**config.mk**
```make
export PLATFORM = sky130hd
export DESIGN_NAME = windowed_mean_outlier_gate_flat
export DESIGN_NICKNAME = d
export VERILOG_FILES = /design/src/rtl/wmog_pkg.sv /design/src/rtl/wmog_if.sv /design/src/rtl/wmog_ram.sv /design/src/rtl/wmog_div.sv /design/src/rtl/wmog_sqrt.sv /design/src/rtl/wmog_front.sv /design/src/rtl/wmog_back.sv /design/src/rtl/windowed_mean_outlier_gate.sv /design/src/flat_wrapper.sv
export SDC_FILE = /design/constraint.sdc
export NUM_CORES = 2
export LEC_CHECK = 0
export BUFFER_PORTS_ARGS = -buffer_cell sky130_fd_sc_hd__buf_4
export CAP_MARGIN = 25
export CORE_MARGIN = 3
export CORE_UTILIZATION = 45
export CTS_CLUSTER_SIZE = 20
export DETAILED_ROUTE_END_ITERATION = 12
export GPL_TIMING_DRIVEN = 0
export MAX_ROUTING_LAYER = met4
export SLEW_MARGIN = 20
export SYNTH_ARGS = -nofsm -noshare
export SYNTH_HDL_FRONTEND = slang
export SYNTH_HIERARCHICAL = 1
export SYNTH_SLANG_ARGS = --single-unit
```
**constraint.sdc**
```tcl
create_clock -name clk -period 8.57 [get_ports clk]
set_input_delay 0.4285 -clock clk [delete_from_list [all_inputs] [get_ports clk]]
set_output_delay 0.4285 -clock clk [all_outputs]
set_load 0.05 [all_outputs]
```
**src/rtl/wmog_pkg.sv**
```systemverilog
package wmog_pkg;

    localparam int MAX_WINDOW = 64;
    localparam int ADDR_W     = $clog2(MAX_WINDOW);
    localparam int CNT_W      = $clog2(MAX_WINDOW + 2);
    localparam int LEN_W      = 7;
    localparam int RAW_W      = 16;
    localparam int FRAC_W     = 8;
    localparam int VAL_W      = 24;
    localparam int SUM_W      = RAW_W + ADDR_W + 1;
    localparam int NUM_W      = SUM_W + FRAC_W;
    localparam int VAR_W      = 2 * VAL_W;
    localparam int ACC_W      = VAR_W + ADDR_W + 1;
    localparam int ROOT_W     = VAL_W + 1;
    localparam int STEP_W     = $clog2(ACC_W + 1);
    localparam int SQ_STEPS   = VAR_W / 2;
    localparam int SQ_CNT_W   = $clog2(SQ_STEPS + 1);
    localparam int LIM_W      = VAL_W + 7;
    localparam int QDEPTH     = 2;
    localparam int QPTR_W     = $clog2(QDEPTH);
    localparam int QCNT_W     = $clog2(QDEPTH + 1);

    localparam logic [LEN_W-1:0] WINDOW_RESET  = 7'd16;
    localparam logic [6:0]       REJECT_SIGMAS = 7'd100;
    localparam logic [VAL_W-1:0] DEV_FLOOR     = 24'd47;
    localparam logic [VAL_W-1:0] DEV_MAX       = 24'hFFFFFF;

    typedef struct packed {
        logic                    restart;
        logic signed [RAW_W-1:0] raw;
    } item_t;

    typedef enum logic [3:0] {
        ST_IDLE,
        ST_CHECK,
        ST_READ,
        ST_MEAN_START,
        ST_MEAN_WAIT,
        ST_WALK,
        ST_VAR_START,
        ST_VAR_WAIT,
        ST_SQRT_START,
        ST_SQRT_WAIT,
        ST_OUT
    } back_state_t;

    function automatic logic [CNT_W-1:0] clamp_length(input logic [LEN_W-1:0] v);
        logic [CNT_W-1:0] r;
        if (v == '0)
            r = CNT_W'(1);
        else if (int'(v) > MAX_WINDOW)
            r = CNT_W'(MAX_WINDOW);
        else
            r = CNT_W'(v);
        return r;
    endfunction

endpackage

```
**src/rtl/wmog_if.sv**
```systemverilog
interface wmog_in_if;
    logic                                    valid;
    logic                                    ready;
    logic                                    command;
    logic signed [wmog_pkg::RAW_W-1:0]       raw_angle;

    modport source (output valid, output command, output raw_angle, input ready);
    modport sink   (input valid, input command, input raw_angle, output ready);
endinterface

interface wmog_out_if;
    logic                                    valid;
    logic                                    ready;
    logic                                    accepted;
    logic signed [wmog_pkg::VAL_W-1:0]       mean_value;
    logic [wmog_pkg::VAL_W-1:0]              deviation;

    modport source (output valid, output accepted, output mean_value, output deviation,
                    input ready);
    modport sink   (input valid, input accepted, input mean_value, input deviation,
                    output ready);
endinterface

interface wmog_cfg_if;
    logic                                    valid;
    logic                                    ready;
    logic [wmog_pkg::LEN_W-1:0]              window_length;

    modport source (output valid, output window_length, input ready);
    modport sink   (input valid, input window_length, output ready);
endinterface

```
**src/rtl/wmog_ram.sv**
```systemverilog
module wmog_ram #(
    parameter int WIDTH = 16,
    parameter int DEPTH = 64
) (
    input  logic                     clk,
    input  logic                     we,
    input  logic [$clog2(DEPTH)-1:0] waddr,
    input  logic [WIDTH-1:0]         wdata,
    input  logic [$clog2(DEPTH)-1:0] raddr,
    output logic [WIDTH-1:0]         rdata
);

    logic [WIDTH-1:0] mem [DEPTH];
    logic [WIDTH-1:0] rdata_reg;

    always_ff @(posedge clk)
    begin
        if (we)
        begin
            mem[waddr] <= wdata;
        end
        rdata_reg <= mem[raddr];
    end

    assign rdata = rdata_reg;

endmodule

```
**src/rtl/wmog_div.sv**
```systemverilog
module wmog_div (
    input  logic                               clk,
    input  logic                               rst_n,
    input  logic                               start,
    input  logic [wmog_pkg::ACC_W-1:0]         dividend,
    input  logic [wmog_pkg::CNT_W-1:0]         divisor,
    input  logic [wmog_pkg::STEP_W-1:0]        steps,
    output logic                               done,
    output logic [wmog_pkg::ACC_W-1:0]         quotient
);

    logic [wmog_pkg::ACC_W-1:0]  work_reg, work_next;
    logic [wmog_pkg::ACC_W-1:0]  quot_reg, quot_next;
    logic [wmog_pkg::CNT_W-1:0]  rem_reg, rem_next;
    logic [wmog_pkg::CNT_W-1:0]  div_reg, div_next;
    logic [wmog_pkg::STEP_W-1:0] cnt_reg, cnt_next;
    logic                        busy_reg, busy_next;
    logic                        done_reg, done_next;
    logic [wmog_pkg::CNT_W:0]    trial;
    logic                        take;

    always_comb
    begin
        trial = {rem_reg, work_reg[wmog_pkg::ACC_W-1]};
        take  = trial >= {1'b0, div_reg};
        work_next = work_reg;
        quot_next = quot_reg;
        rem_next  = rem_reg;
        div_next  = div_reg;
        cnt_next  = cnt_reg;
        busy_next = busy_reg;
        done_next = 1'b0;
        if (start)
        begin
            work_next = dividend;
            quot_next = '0;
            rem_next  = '0;
            div_next  = divisor;
            cnt_next  = steps;
            busy_next = 1'b1;
        end
        else if (busy_reg)
        begin
            work_next = {work_reg[wmog_pkg::ACC_W-2:0], 1'b0};
            quot_next = {quot_reg[wmog_pkg::ACC_W-2:0], take};
            rem_next  = take ? wmog_pkg::CNT_W'(trial - {1'b0, div_reg})
                             : trial[wmog_pkg::CNT_W-1:0];
            cnt_next  = cnt_reg - 1'b1;
            if (cnt_reg == wmog_pkg::STEP_W'(1))
            begin
                busy_next = 1'b0;
                done_next = 1'b1;
            end
        end
    end

    always_ff @(posedge clk or negedge rst_n)
    begin
        if (!rst_n)
        begin
            busy_reg <= 1'b0;
            done_reg <= 1'b0;
            cnt_reg  <= '0;
        end
        else
        begin
            busy_reg <= busy_next;
            done_reg <= done_next;
            cnt_reg  <= cnt_next;
        end
    end

    always_ff @(posedge clk)
    begin
        work_reg <= work_next;
        quot_reg <= quot_next;
        rem_reg  <= rem_next;
        div_reg  <= div_next;
    end

    assign done     = done_reg;
    assign quotient = quot_reg;

endmodule

```
**src/rtl/wmog_sqrt.sv**
```systemverilog
module wmog_sqrt (
    input  logic                          clk,
    input  logic                          rst_n,
    input  logic                          start,
    input  logic [wmog_pkg::VAR_W-1:0]    radicand,
    output logic                          done,
    output logic [wmog_pkg::ROOT_W-1:0]   root
);

    logic [wmog_pkg::VAR_W-1:0]    v_reg, v_next;
    logic [wmog_pkg::VAR_W-1:0]    r_reg, r_next;
    logic [wmog_pkg::VAR_W-1:0]    bit_reg, bit_next;
    logic [wmog_pkg::SQ_CNT_W-1:0] cnt_reg, cnt_next;
    logic                          busy_reg, busy_next;
    logic                          done_reg, done_next;
    logic [wmog_pkg::VAR_W:0]      trial;
    logic                          take;

    always_comb
    begin
        trial = {1'b0, r_reg} + {1'b0, bit_reg};
        take  = {1'b0, v_reg} >= trial;
        v_next    = v_reg;
        r_next    = r_reg;
        bit_next  = bit_reg;
        cnt_next  = cnt_reg;
        busy_next = busy_reg;
        done_next = 1'b0;
        if (start)
        begin
            v_next    = radicand;
            r_next    = '0;
            bit_next  = wmog_pkg::VAR_W'(1) << (wmog_pkg::VAR_W - 2);
            cnt_next  = wmog_pkg::SQ_CNT_W'(wmog_pkg::SQ_STEPS);
            busy_next = 1'b1;
        end
        else if (busy_reg)
        begin
            if (cnt_reg != '0)
            begin
                if (take)
                begin
                    v_next = v_reg - trial[wmog_pkg::VAR_W-1:0];
                    r_next = (r_reg >> 1) + bit_reg;
                end
                else
                begin
                    r_next = r_reg >> 1;
                end
                bit_next = bit_reg >> 2;
                cnt_next = cnt_reg - 1'b1;
            end
            else
            begin
                // round to nearest
                if (v_reg > r_reg)
                begin
                    r_next = r_reg + 1'b1;
                end
                busy_next = 1'b0;
                done_next = 1'b1;
            end
        end
    end

    always_ff @(posedge clk or negedge rst_n)
    begin
        if (!rst_n)
        begin
            busy_reg <= 1'b0;
            done_reg <= 1'b0;
            cnt_reg  <= '0;
        end
        else
        begin
            busy_reg <= busy_next;
            done_reg <= done_next;
            cnt_reg  <= cnt_next;
        end
    end

    always_ff @(posedge clk)
    begin
        v_reg   <= v_next;
        r_reg   <= r_next;
        bit_reg <= bit_next;
    end

    assign done = done_reg;
    assign root = r_reg[wmog_pkg::ROOT_W-1:0];

endmodule

```
**src/rtl/wmog_front.sv**
```systemverilog
module wmog_front (
    input  logic            clk,
    input  logic            rst_n,
    wmog_in_if.sink         item,
    output wmog_pkg::item_t head,
    output logic            head_valid,
    input  logic            pop
);

    wmog_pkg::item_t             q_reg [wmog_pkg::QDEPTH];
    logic [wmog_pkg::QPTR_W-1:0] wr_ptr_reg, wr_ptr_next;
    logic [wmog_pkg::QPTR_W-1:0] rd_ptr_reg, rd_ptr_next;
    logic [wmog_pkg::QCNT_W-1:0] count_reg, count_next;
    logic                        push;
    logic                        do_pop;
    wmog_pkg::item_t             incoming;

    assign item.ready = count_reg != wmog_pkg::QCNT_W'(wmog_pkg::QDEPTH);
    assign push       = item.valid && item.ready;
    assign do_pop     = pop && (count_reg != '0);

    always_comb
    begin
        incoming.restart = item.command;
        incoming.raw     = item.raw_angle;
        wr_ptr_next = push ? wr_ptr_reg + 1'b1 : wr_ptr_reg;
        rd_ptr_next = do_pop ? rd_ptr_reg + 1'b1 : rd_ptr_reg;
        count_next  = count_reg + wmog_pkg::QCNT_W'(push) - wmog_pkg::QCNT_W'(do_pop);
    end

    always_ff @(posedge clk or negedge rst_n)
    begin
        if (!rst_n)
        begin
            wr_ptr_reg <= '0;
            rd_ptr_reg <= '0;
            count_reg  <= '0;
        end
        else
        begin
            wr_ptr_reg <= wr_ptr_next;
            rd_ptr_reg <= rd_ptr_next;
            count_reg  <= count_next;
        end
    end

    always_ff @(posedge clk)
    begin
        if (push)
        begin
            q_reg[wr_ptr_reg] <= incoming;
        end
    end

    assign head       = q_reg[rd_ptr_reg];
    assign head_valid = count_reg != '0;

endmodule

```
**src/rtl/wmog_back.sv**
```systemverilog
module wmog_back (
    input  logic                          clk,
    input  logic                          rst_n,
    input  wmog_pkg::item_t               head,
    input  logic                          head_valid,
    output logic                          pop,
    input  logic [wmog_pkg::LEN_W-1:0]    window_length,
    wmog_out_if.source                    result
);

    wmog_pkg::back_state_t state_reg, state_next;

    logic                                restart_reg;
    logic signed [wmog_pkg::RAW_W-1:0]   raw_reg;
    logic [wmog_pkg::CNT_W-1:0]          active_reg;
    logic [wmog_pkg::CNT_W-1:0]          seen_reg;
    logic [wmog_pkg::ADDR_W-1:0]         wp_reg;
    logic signed [wmog_pkg::SUM_W-1:0]   sum_reg;
    logic signed [wmog_pkg::VAL_W-1:0]   mean_reg;
    logic [wmog_pkg::VAL_W-1:0]          dev_reg;
    logic [wmog_pkg::MAX_WINDOW-1:0]     valid_reg;
    logic [wmog_pkg::CNT_W-1:0]          n_reg;
    logic                                neg_reg;
    logic [wmog_pkg::CNT_W-1:0]          idx_reg;
    logic                                s1_v_reg, s2_v_reg, s3_v_reg;
    logic [wmog_pkg::ADDR_W-1:0]         s1_idx_reg;
    logic [wmog_pkg::VAL_W-1:0]          ad_reg;
    logic [wmog_pkg::VAR_W-1:0]          prod_reg;
    logic [wmog_pkg::ACC_W-1:0]          acc_reg;
    logic [wmog_pkg::VAR_W-1:0]          var_reg;
    logic                                ok_reg;
    logic                                out_valid_reg;
    logic                                out_acc_reg;
    logic signed [wmog_pkg::VAL_W-1:0]   out_mean_reg;
    logic [wmog_pkg::VAL_W-1:0]          out_dev_reg;

    logic                                ram_we;
    logic [wmog_pkg::ADDR_W-1:0]         ram_raddr;
    logic [wmog_pkg::RAW_W-1:0]          ram_rdata;
    logic                                div_start, div_done;
    logic [wmog_pkg::ACC_W-1:0]          div_dividend, div_quot;
    logic [wmog_pkg::STEP_W-1:0]         div_steps;
    logic                                sqrt_start, sqrt_done;
    logic [wmog_pkg::ROOT_W-1:0]         sqrt_root;
    logic                                out_load;
    logic                                issue;
    logic                                walk_done;

    logic [wmog_pkg::CNT_W-1:0]          seen_inc;
    logic signed [wmog_pkg::VAL_W-1:0]   scaled;
    logic signed [wmog_pkg::VAL_W:0]     diff;
    logic [wmog_pkg::VAL_W:0]            mag;
    logic [wmog_pkg::LIM_W-1:0]          limit;
    logic                                reject;
    logic [wmog_pkg::CNT_W-1:0]          n_cand;
    logic signed [wmog_pkg::RAW_W-1:0]   old_s;
    logic signed [wmog_pkg::SUM_W-1:0]   sum_new;
    logic [wmog_pkg::CNT_W-1:0]          wp_ext;
    logic signed [wmog_pkg::NUM_W-1:0]   num;
    logic [wmog_pkg::NUM_W-1:0]          num_mag;
    logic [wmog_pkg::VAL_W-1:0]          q_mean;
    logic signed [wmog_pkg::RAW_W-1:0]   entry;
    logic signed [wmog_pkg::VAL_W:0]     d;
    logic [wmog_pkg::VAL_W:0]            ad;
    logic [wmog_pkg::VAL_W-1:0]          dev_new;

    wmog_ram #(
        .WIDTH (wmog_pkg::RAW_W),
        .DEPTH (wmog_pkg::MAX_WINDOW)
    ) u_window (
        .clk   (clk),
        .we    (ram_we),
        .waddr (wp_reg),
        .wdata (raw_reg),
        .raddr (ram_raddr),
        .rdata (ram_rdata)
    );

    wmog_div u_div (
        .clk      (clk),
        .rst_n    (rst_n),
        .start    (div_start),
        .dividend (div_dividend),
        .divisor  (n_reg),
        .steps    (div_steps),
        .done     (div_done),
        .quotient (div_quot)
    );

    wmog_sqrt u_sqrt (
        .clk      (clk),
        .rst_n    (rst_n),
        .start    (sqrt_start),
        .radicand (var_reg),
        .done     (sqrt_done),
        .root     (sqrt_root)
    );

    // datapath terms
    always_comb
    begin
        seen_inc = (seen_reg < active_reg + wmog_pkg::CNT_W'(1)) ? seen_reg + 1'b1 : seen_reg;
        scaled   = {raw_reg, {wmog_pkg::FRAC_W{1'b0}}};
        diff     = {scaled[wmog_pkg::VAL_W-1], scaled} - {mean_reg[wmog_pkg::VAL_W-1], mean_reg};
        mag      = diff[wmog_pkg::VAL_W] ? -diff : diff;
        limit    = wmog_pkg::LIM_W'(dev_reg) * wmog_pkg::LIM_W'(wmog_pkg::REJECT_SIGMAS);
        reject   = (seen_inc > active_reg) && (wmog_pkg::LIM_W'(mag) > limit);
        n_cand   = (seen_inc < active_reg) ? seen_inc : active_reg;

        old_s    = valid_reg[wp_reg] ? ram_rdata : '0;
        sum_new  = sum_reg - wmog_pkg::SUM_W'(old_s) + wmog_pkg::SUM_W'(raw_reg);
        wp_ext   = wmog_pkg::CNT_W'(wp_reg) + 1'b1;

        num      = {sum_reg, {wmog_pkg::FRAC_W{1'b0}}};
        num_mag  = num[wmog_pkg::NUM_W-1] ? -num : num;
        q_mean   = div_quot[wmog_pkg::VAL_W-1:0];

        entry    = valid_reg[s1_idx_reg] ? ram_rdata : '0;
        d        = {entry[wmog_pkg::RAW_W-1], entry, {wmog_pkg::FRAC_W{1'b0}}}
                   - {mean_reg[wmog_pkg::VAL_W-1], mean_reg};
        ad       = d[wmog_pkg::VAL_W] ? -d : d;

        if (sqrt_root < wmog_pkg::ROOT_W'(wmog_pkg::DEV_FLOOR))
            dev_new = wmog_pkg::DEV_FLOOR;
        else if (sqrt_root[wmog_pkg::ROOT_W-1])
            dev_new = wmog_pkg::DEV_MAX;
        else
            dev_new = sqrt_root[wmog_pkg::VAL_W-1:0];

        issue     = idx_reg < n_reg;
        walk_done = !issue && !s1_v_reg && !s2_v_reg && !s3_v_reg;
        out_load  = !out_valid_reg || result.ready;

        if (state_reg == wmog_pkg::ST_VAR_START)
        begin
            div_dividend = acc_reg;
            div_steps    = wmog_pkg::STEP_W'(wmog_pkg::ACC_W);
        end
        else
        begin
            div_dividend = {num_mag + wmog_pkg::NUM_W'(n_reg >> 1),
                            {(wmog_pkg::ACC_W - wmog_pkg::NUM_W){1'b0}}};
            div_steps    = wmog_pkg::STEP_W'(wmog_pkg::NUM_W);
        end
    end

    // next state
    always_comb
    begin
        state_next = state_reg;
        unique case (state_reg)
            wmog_pkg::ST_IDLE:
                if (head_valid)
                    state_next = wmog_pkg::ST_CHECK;
            wmog_pkg::ST_CHECK:
                if (restart_reg || reject)
                    state_next = wmog_pkg::ST_OUT;
                else
                    state_next = wmog_pkg::ST_READ;
            wmog_pkg::ST_READ:
                state_next = wmog_pkg::ST_MEAN_START;
            wmog_pkg::ST_MEAN_START:
                state_next = wmog_pkg::ST_MEAN_WAIT;
            wmog_pkg::ST_MEAN_WAIT:
                if (div_done)
                    state_next = wmog_pkg::ST_WALK;
            wmog_pkg::ST_WALK:
                if (walk_done)
                    state_next = wmog_pkg::ST_VAR_START;
            wmog_pkg::ST_VAR_START:
                state_next = wmog_pkg::ST_VAR_WAIT;
            wmog_pkg::ST_VAR_WAIT:
                if (div_done)
                    state_next = wmog_pkg::ST_SQRT_START;
            wmog_pkg::ST_SQRT_START:
                state_next = wmog_pkg::ST_SQRT_WAIT;
            wmog_pkg::ST_SQRT_WAIT:
                if (sqrt_done)
                    state_next = wmog_pkg::ST_OUT;
            wmog_pkg::ST_OUT:
                if (out_load)
                    state_next = wmog_pkg::ST_IDLE;
            default:
                state_next = wmog_pkg::ST_IDLE;
        endcase
    end

    // control strobes
    always_comb
    begin
        pop        = 1'b0;
        ram_we     = 1'b0;
        ram_raddr  = idx_reg[wmog_pkg::ADDR_W-1:0];
        div_start  = 1'b0;
        sqrt_start = 1'b0;
        unique case (state_reg)
            wmog_pkg::ST_IDLE:       pop = head_valid;
            wmog_pkg::ST_CHECK:      ram_raddr = wp_reg;
            wmog_pkg::ST_READ:       ram_we = 1'b1;
            wmog_pkg::ST_MEAN_START: div_start = 1'b1;
            wmog_pkg::ST_VAR_START:  div_start = 1'b1;
            wmog_pkg::ST_SQRT_START: sqrt_start = 1'b1;
            default:                 pop = 1'b0;
        endcase
    end

    always_ff @(posedge clk or negedge rst_n)
    begin
        if (!rst_n)
        begin
            state_reg     <= wmog_pkg::ST_IDLE;
            active_reg    <= wmog_pkg::clamp_length(wmog_pkg::WINDOW_RESET);
            seen_reg      <= '0;
            wp_reg        <= '0;
            sum_reg       <= '0;
            mean_reg      <= '0;
            dev_reg       <= '0;
            valid_reg     <= '0;
            s1_v_reg      <= 1'b0;
            s2_v_reg      <= 1'b0;
            s3_v_reg      <= 1'b0;
            out_valid_reg <= 1'b0;
        end
        else
        begin
            state_reg <= state_next;
            s1_v_reg  <= (state_reg == wmog_pkg::ST_WALK) && issue;
            s2_v_reg  <= s1_v_reg;
            s3_v_reg  <= s2_v_reg;
            if (state_reg == wmog_pkg::ST_CHECK)
            begin
                if (restart_reg)
                begin
                    active_reg <= wmog_pkg::clamp_length(window_length);
                    seen_reg   <= '0;
                    wp_reg     <= '0;
                    sum_reg    <= '0;
                    mean_reg   <= '0;
                    dev_reg    <= '0;
                    valid_reg  <= '0;
                end
                else
                begin
                    seen_reg <= seen_inc;
                end
            end
            if (state_reg == wmog_pkg::ST_READ)
            begin
                sum_reg           <= sum_new;
                valid_reg[wp_reg] <= 1'b1;
                wp_reg            <= (wp_ext >= active_reg) ? '0
                                     : wp_ext[wmog_pkg::ADDR_W-1:0];
            end
            if (state_reg == wmog_pkg::ST_MEAN_WAIT && div_done)
            begin
                mean_reg <= neg_reg ? -q_mean : q_mean;
            end
            if (state_reg == wmog_pkg::ST_SQRT_WAIT && sqrt_done)
            begin
                dev_reg <= dev_new;
            end
            if (state_reg == wmog_pkg::ST_OUT && out_load)
                out_valid_reg <= 1'b1;
            else if (result.ready)
                out_valid_reg <= 1'b0;
        end
    end

    always_ff @(posedge clk)
    begin
        if (pop)
        begin
            restart_reg <= head.restart;
            raw_reg     <= head.raw;
        end
        if (state_reg == wmog_pkg::ST_CHECK)
        begin
            n_reg  <= n_cand;
            ok_reg <= 1'b0;
        end
        if (state_reg == wmog_pkg::ST_MEAN_START)
        begin
            neg_reg <= num[wmog_pkg::NUM_W-1];
        end
        if (state_reg == wmog_pkg::ST_MEAN_WAIT)
        begin
            idx_reg <= '0;
            acc_reg <= '0;
        end
        if (state_reg == wmog_pkg::ST_WALK)
        begin
            if (issue)
                idx_reg <= idx_reg + 1'b1;
            if (s3_v_reg)
                acc_reg <= acc_reg + wmog_pkg::ACC_W'(prod_reg);
        end
        s1_idx_reg <= idx_reg[wmog_pkg::ADDR_W-1:0];
        ad_reg     <= ad[wmog_pkg::VAL_W-1:0];
        prod_reg   <= ad_reg * ad_reg;
        if (state_reg == wmog_pkg::ST_VAR_WAIT && div_done)
        begin
            var_reg <= div_quot[wmog_pkg::VAR_W-1:0];
        end
        if (state_reg == wmog_pkg::ST_SQRT_WAIT && sqrt_done)
        begin
            ok_reg <= 1'b1;
        end
        if (state_reg == wmog_pkg::ST_OUT && out_load)
        begin
            out_acc_reg  <= ok_reg;
            out_mean_reg <= mean_reg;
            out_dev_reg  <= dev_reg;
        end
    end

    assign result.valid      = out_valid_reg;
    assign result.accepted   = out_acc_reg;
    assign result.mean_value = out_mean_reg;
    assign result.deviation  = out_dev_reg;

endmodule

```
**src/rtl/windowed_mean_outlier_gate.sv**
```systemverilog
// Windowed mean with sigma-based outlier rejection for tilt-angle samples.
// item:   valid/ready transfer of {command, raw_angle}; command 1 restarts and
//         clears all statistics (window, sum, counters, mean, deviation).
// result: valid/ready transfer of {accepted, mean_value, deviation}, one per item.
// cfg:    valid/ready write of window_length (always ready); it takes effect at
//         the next restart.
// A restart or a rejected sample goes straight to the output register. An
// accepted sample takes two passes through the bit-serial divider (31 steps
// for the mean, 55 for the variance), a walk over the filled entries of the
// window RAM at one entry per cycle, and a 24-step square root. Items are
// handled one at a time, so a new item starts only after the last is done.
// A two-entry queue in front takes items while the back end works, and the
// output register holds a finished result while the receiver stalls; the back
// end waits with the next result until that register is free.
// Reset: window length 16, all statistics zero, window entries read as zero.
module windowed_mean_outlier_gate (
    input  logic        clk,
    input  logic        rst_n,
    wmog_in_if.sink     item,
    wmog_out_if.source  result,
    wmog_cfg_if.sink    cfg
);

    logic [wmog_pkg::LEN_W-1:0] wl_reg;
    wmog_pkg::item_t            head;
    logic                       head_valid;
    logic                       pop;

    assign cfg.ready = 1'b1;

    always_ff @(posedge clk or negedge rst_n)
    begin
        if (!rst_n)
            wl_reg <= wmog_pkg::WINDOW_RESET;
        else if (cfg.valid)
            wl_reg <= cfg.window_length;
    end

    wmog_front u_front (
        .clk        (clk),
        .rst_n      (rst_n),
        .item       (item),
        .head       (head),
        .head_valid (head_valid),
        .pop        (pop)
    );

    wmog_back u_back (
        .clk           (clk),
        .rst_n         (rst_n),
        .head          (head),
        .head_valid    (head_valid),
        .pop           (pop),
        .window_length (wl_reg),
        .result        (result)
    );

`ifndef NO_ASSERTIONS
    a_pop_nonempty: assert property (@(posedge clk) disable iff (!rst_n)
        pop |-> head_valid)
        else $error("queue popped while empty");

    a_dev_floor: assert property (@(posedge clk) disable iff (!rst_n)
        (result.valid && result.accepted) |-> (result.deviation >= wmog_pkg::DEV_FLOOR))
        else $error("accepted result below deviation floor");

    a_zero_dev: assert property (@(posedge clk) disable iff (!rst_n)
        (result.valid && result.deviation == '0) |->
        (result.mean_value == '0 && !result.accepted))
        else $error("zero deviation outside cleared state");
`endif

endmodule
```
**src/flat_wrapper.sv**
```systemverilog
// flat-port wrapper written by rule: the top's interface ports become plain ports
module windowed_mean_outlier_gate_flat 
  (clk, rst_n, item_valid, item_command, item_raw_angle, item_ready, result_valid, result_accepted, result_mean_value, result_deviation, result_ready, cfg_valid, cfg_window_length, cfg_ready);
  wmog_in_if item_i ();
  wmog_out_if result_i ();
  wmog_cfg_if cfg_i ();
  input  logic clk;
  input  logic rst_n;
  input wire logic [$bits(item_i.valid)-1:0] item_valid;
  input wire logic [$bits(item_i.command)-1:0] item_command;
  input wire logic [$bits(item_i.raw_angle)-1:0] item_raw_angle;
  output wire logic [$bits(item_i.ready)-1:0] item_ready;
  output wire logic [$bits(result_i.valid)-1:0] result_valid;
  output wire logic [$bits(result_i.accepted)-1:0] result_accepted;
  output wire logic [$bits(result_i.mean_value)-1:0] result_mean_value;
  output wire logic [$bits(result_i.deviation)-1:0] result_deviation;
  input wire logic [$bits(result_i.ready)-1:0] result_ready;
  input wire logic [$bits(cfg_i.valid)-1:0] cfg_valid;
  input wire logic [$bits(cfg_i.window_length)-1:0] cfg_window_length;
  output wire logic [$bits(cfg_i.ready)-1:0] cfg_ready;
  assign item_i.valid = item_valid;
  assign item_i.command = item_command;
  assign item_i.raw_angle = item_raw_angle;
  assign item_ready = item_i.ready;
  assign result_valid = result_i.valid;
  assign result_accepted = result_i.accepted;
  assign result_mean_value = result_i.mean_value;
  assign result_deviation = result_i.deviation;
  assign result_i.ready = result_ready;
  assign cfg_i.valid = cfg_valid;
  assign cfg_i.window_length = cfg_window_length;
  assign cfg_ready = cfg_i.ready;
  windowed_mean_outlier_gate u_core (.clk(clk), .rst_n(rst_n), .item(item_i), .result(result_i), .cfg(cfg_i));
endmodule
```
==> Implementation_results.wiki <==
{| class="wikitable"
! Metric !! Value
|-
| Buffers on Ports || 78
|-
| Count of filler cells inserted in the layout || 20180
|-
| Run status || finished clean
|-
| Critical Path Start Type || flop
|-
| Achievable frequency || 119.3 MHz
|-
| Transition time at the pin with the least slew margin || 1.064 ns
|-
| Maximum fanout along the worst path || 12
|-
| Final Instance Count excl. Fillers || 12570
|-
| Pre-antenna DRT Iters || 7
|-
| Hold violation total from the final report || 0
|-
| Post-detailed-route wirelength per cell || 24.97 um
|-
| Worst relative slew slack || 29.10%
|-
| DIE AREA || 238700 sq um
|-
| Initial core utilization || 45.41%
|-
| Final worst path period need || 8.383 ns
|-
| Sink Count || 1762
|-
| Chip width || 488.6 um
|-
| Syn Std Cell Area || 104800 sq um
|-
| Critical Path RT || 9.27 ns
|-
| Number of instances in the synthesized netlist || 8936
|-
| Clock tree root buffer cell || sky130_fd_sc_hd__clkbuf_16
|-
| Clk_lat worst skew || 0.83 ns
|-
| Placeable Area || 230800 sq um
|-
| Start-to-end type of the worst setup path || flop to flop
|-
| Half-perimeter wire length after placement || 240.3 mm
|-
| Vias in the first global route || 72630
|-
| DR DRC count || 0
|-
| Global-route wire length before repair || 467.8 mm
|-
| Post-Route Skew || 0.04366 ns
|-
| Final Wtd Congestion || 0.9624
|-
| Number of vias in the routed layout || 73020
|-
| Data arrival, critical path || 9.08 ns
|-
| Number of setup violations in the final report || 0
|-
| Nets || 10460
|-
| Max-slew violations || 0
|-
| Setup repair after global routing missed its margin || yes
|-
| Min-delay worst type || primary input to async pin
|-
| Overflow left after global routing || 0
|-
| Die height || 488.6 um
|-
| Initial antenna violation count || 19
|-
| Clock buffer count from CTS || 188
|-
| H-tree level count || 4
|-
| Largest register FFs || 1024
|-
| Largest net degree at the start of global routing || 86
|-
| Total global-route track usage || 26.94%
|-
| Buffer depth of the longest clock path || 3
|-
| Fraction of layout instances using a drive strength above 1 || 12.74%
|-
| Share of the cycle needed by the critical path after routing || 97.82%
|-
| Number of warnings reported in the yosys synthesis log || 6
|-
| CTS tree || yes
|-
| Number of DRC markers in iteration 0 || 6840
|-
| Mean Syn Cell Area || 11.73 sq um
|-
| Capturing element type of the critical path || flop
|-
| CTS clock-pin slew for the worst setup and hold paths || 0.06 ns
|-
| Site row count || 176
|-
| Cells after DPL || 12180
|-
| Growth of design area from synthesis to finish || 12.63%
|-
| Total wire length || 313.8 mm
|-
| Detailed-route vias per instance || 5.808
|-
| Max-cap check violation count || 0
|-
| I/O pin count || 81
|-
| Number of routed nets with antenna violations || 0
|}
-- path summary, 6_finish.rpt --
path	startpoint	to	slack [ns]	depth (start not counted)
max reg2reg	u_core/u_back/ad_reg[12]	u_core/u_back/prod_reg[47]	0.19	26
min	rst_n	u_core/wl_reg[1]	0.14	2
max in group asynchronous	rst_n	u_core/u_back/valid_reg[18]	7.19	4
max	u_core/u_back/ad_reg[12]	u_core/u_back/prod_reg[47]	0.19	26
min reg2reg	u_core/u_back/s2_v_reg	u_core/u_back/s3_v_reg	0.37	0
min in group clk	result_ready	u_core/u_back/state_reg[1]	0.19	4
-- layout by cell type, fill, tap and decap left out, types with 182 or more instances in the layout --
master / count
sky130_fd_sc_hd__fa_1: 476
sky130_fd_sc_hd__clkbuf_16: 195
sky130_fd_sc_hd__edfxtp_1: 1290
sky130_fd_sc_hd__clkbuf_1: 252
sky130_fd_sc_hd__mux4_2: 251
sky130_fd_sc_hd__dfxtp_1: 279
sky130_fd_sc_hd__nand3_1: 182
sky130_fd_sc_hd__nand2_1: 756
sky130_fd_sc_hd__o21ai_0: 499
sky130_fd_sc_hd__a21oi_1: 327
sky130_fd_sc_hd__and2_1: 184
sky130_fd_sc_hd__xnor2_1: 248
sky130_fd_sc_hd__inv_1: 962
sky130_fd_sc_hd__dfrtp_1: 187
sky130_fd_sc_hd__ha_1: 572
sky130_fd_sc_hd__nor2_1: 378
-- through the flow --
step                setup TNS [ns]  hold slack (ns)  instance area (sq um)  utilization, %  worst slack, ns
detailed placement          -3.524           0.3587                 111400           48.27          -0.9055
floorplan                        0           0.1329                 104800               -           0.2258
global route              -0.05261           0.1283                 118000           51.14         -0.05261
global placement           -200.59           0.3616                 109200           47.31           -4.075
finish                           0           0.1400                 118000           51.15           0.1870
CTS                              0          0.07517                 118000           51.12          0.01769
-- worst max-delay path: stages, from the launching register on --
cell and delay [ns]:
sky130_fd_sc_hd__dfxtp_1 0.67, sky130_fd_sc_hd__clkbuf_2 0.48, sky130_fd_sc_hd__nand2_1 0.18, sky130_fd_sc_hd__fa_1 0.54
sky130_fd_sc_hd__inv_1 0.06, sky130_fd_sc_hd__fa_1 0.49, sky130_fd_sc_hd__fa_1 0.54, sky130_fd_sc_hd__inv_1 0.06
sky130_fd_sc_hd__fa_1 0.51, sky130_fd_sc_hd__inv_1 0.06, sky130_fd_sc_hd__fa_1 0.50, sky130_fd_sc_hd__fa_1 0.57
sky130_fd_sc_hd__inv_1 0.06, sky130_fd_sc_hd__fa_1 0.54, sky130_fd_sc_hd__inv_1 0.11, sky130_fd_sc_hd__ha_1 0.40
sky130_fd_sc_hd__a21o_1 0.21, sky130_fd_sc_hd__a221oi_1 0.28, sky130_fd_sc_hd__o21ai_0 0.18, sky130_fd_sc_hd__nand2_1 0.12
sky130_fd_sc_hd__o211ai_1 0.09, sky130_fd_sc_hd__buf_4 0.16, sky130_fd_sc_hd__a31oi_2 0.26, sky130_fd_sc_hd__o21ai_1 0.22
sky130_fd_sc_hd__a2111oi_2 0.42, sky130_fd_sc_hd__nor2_1 0.12, sky130_fd_sc_hd__a311oi_1 0.40
-- area by class of cell --
class | count | area, sq um | share of cell area, %
diodes | 9 | 22.52 | 0.01908
plain buffers | 424 | 2197 | 1.861
clock buffers | 244 | 5194 | 4.400
clock inverters | 102 | 999.7 | 0.8469
inverters | 966 | 3628 | 3.074
multi-input cells | 5787 | 50190 | 42.51
flip-flops and latches | 1762 | 49140 | 41.63
well taps | 3026 | 3786 | 3.207
repair buffers | 251 | 2890 | 2.448
-- layer usage --
| layer | vias up | part of all wire, % | wire [um] | global-route usage [%] |
|---|---|---|---|---|
| li1 | 32830 | - | - | - |
| met1 | 36860 | 44 | 139000 | 37.63 |
| met2 | 2836 | 45 | 140900 | 40.45 |
| met3 | 499 | 7.7 | 24230 | 4.666 |
| met4 | 0 | 3.1 | 9772 | 7.883 |
| met5 | - | 0 | 0 | - |
-- repair_timing --
| action | in CTS | in global routing |
|---|---|---|
| setup buffers | 0 | 2 |
| pin swaps | 0 | 1 |
| hold buffers | 33 | 0 |
| hold endpoints to repair | 148 | 0 |
| gates resized for setup | 38 | 20 |
| setup endpoints to repair | 12 | 6 |
Power is left out: the tool's default activity adds up to more than one toggle a clock period on the data nets, which glitch-free logic cannot reach.
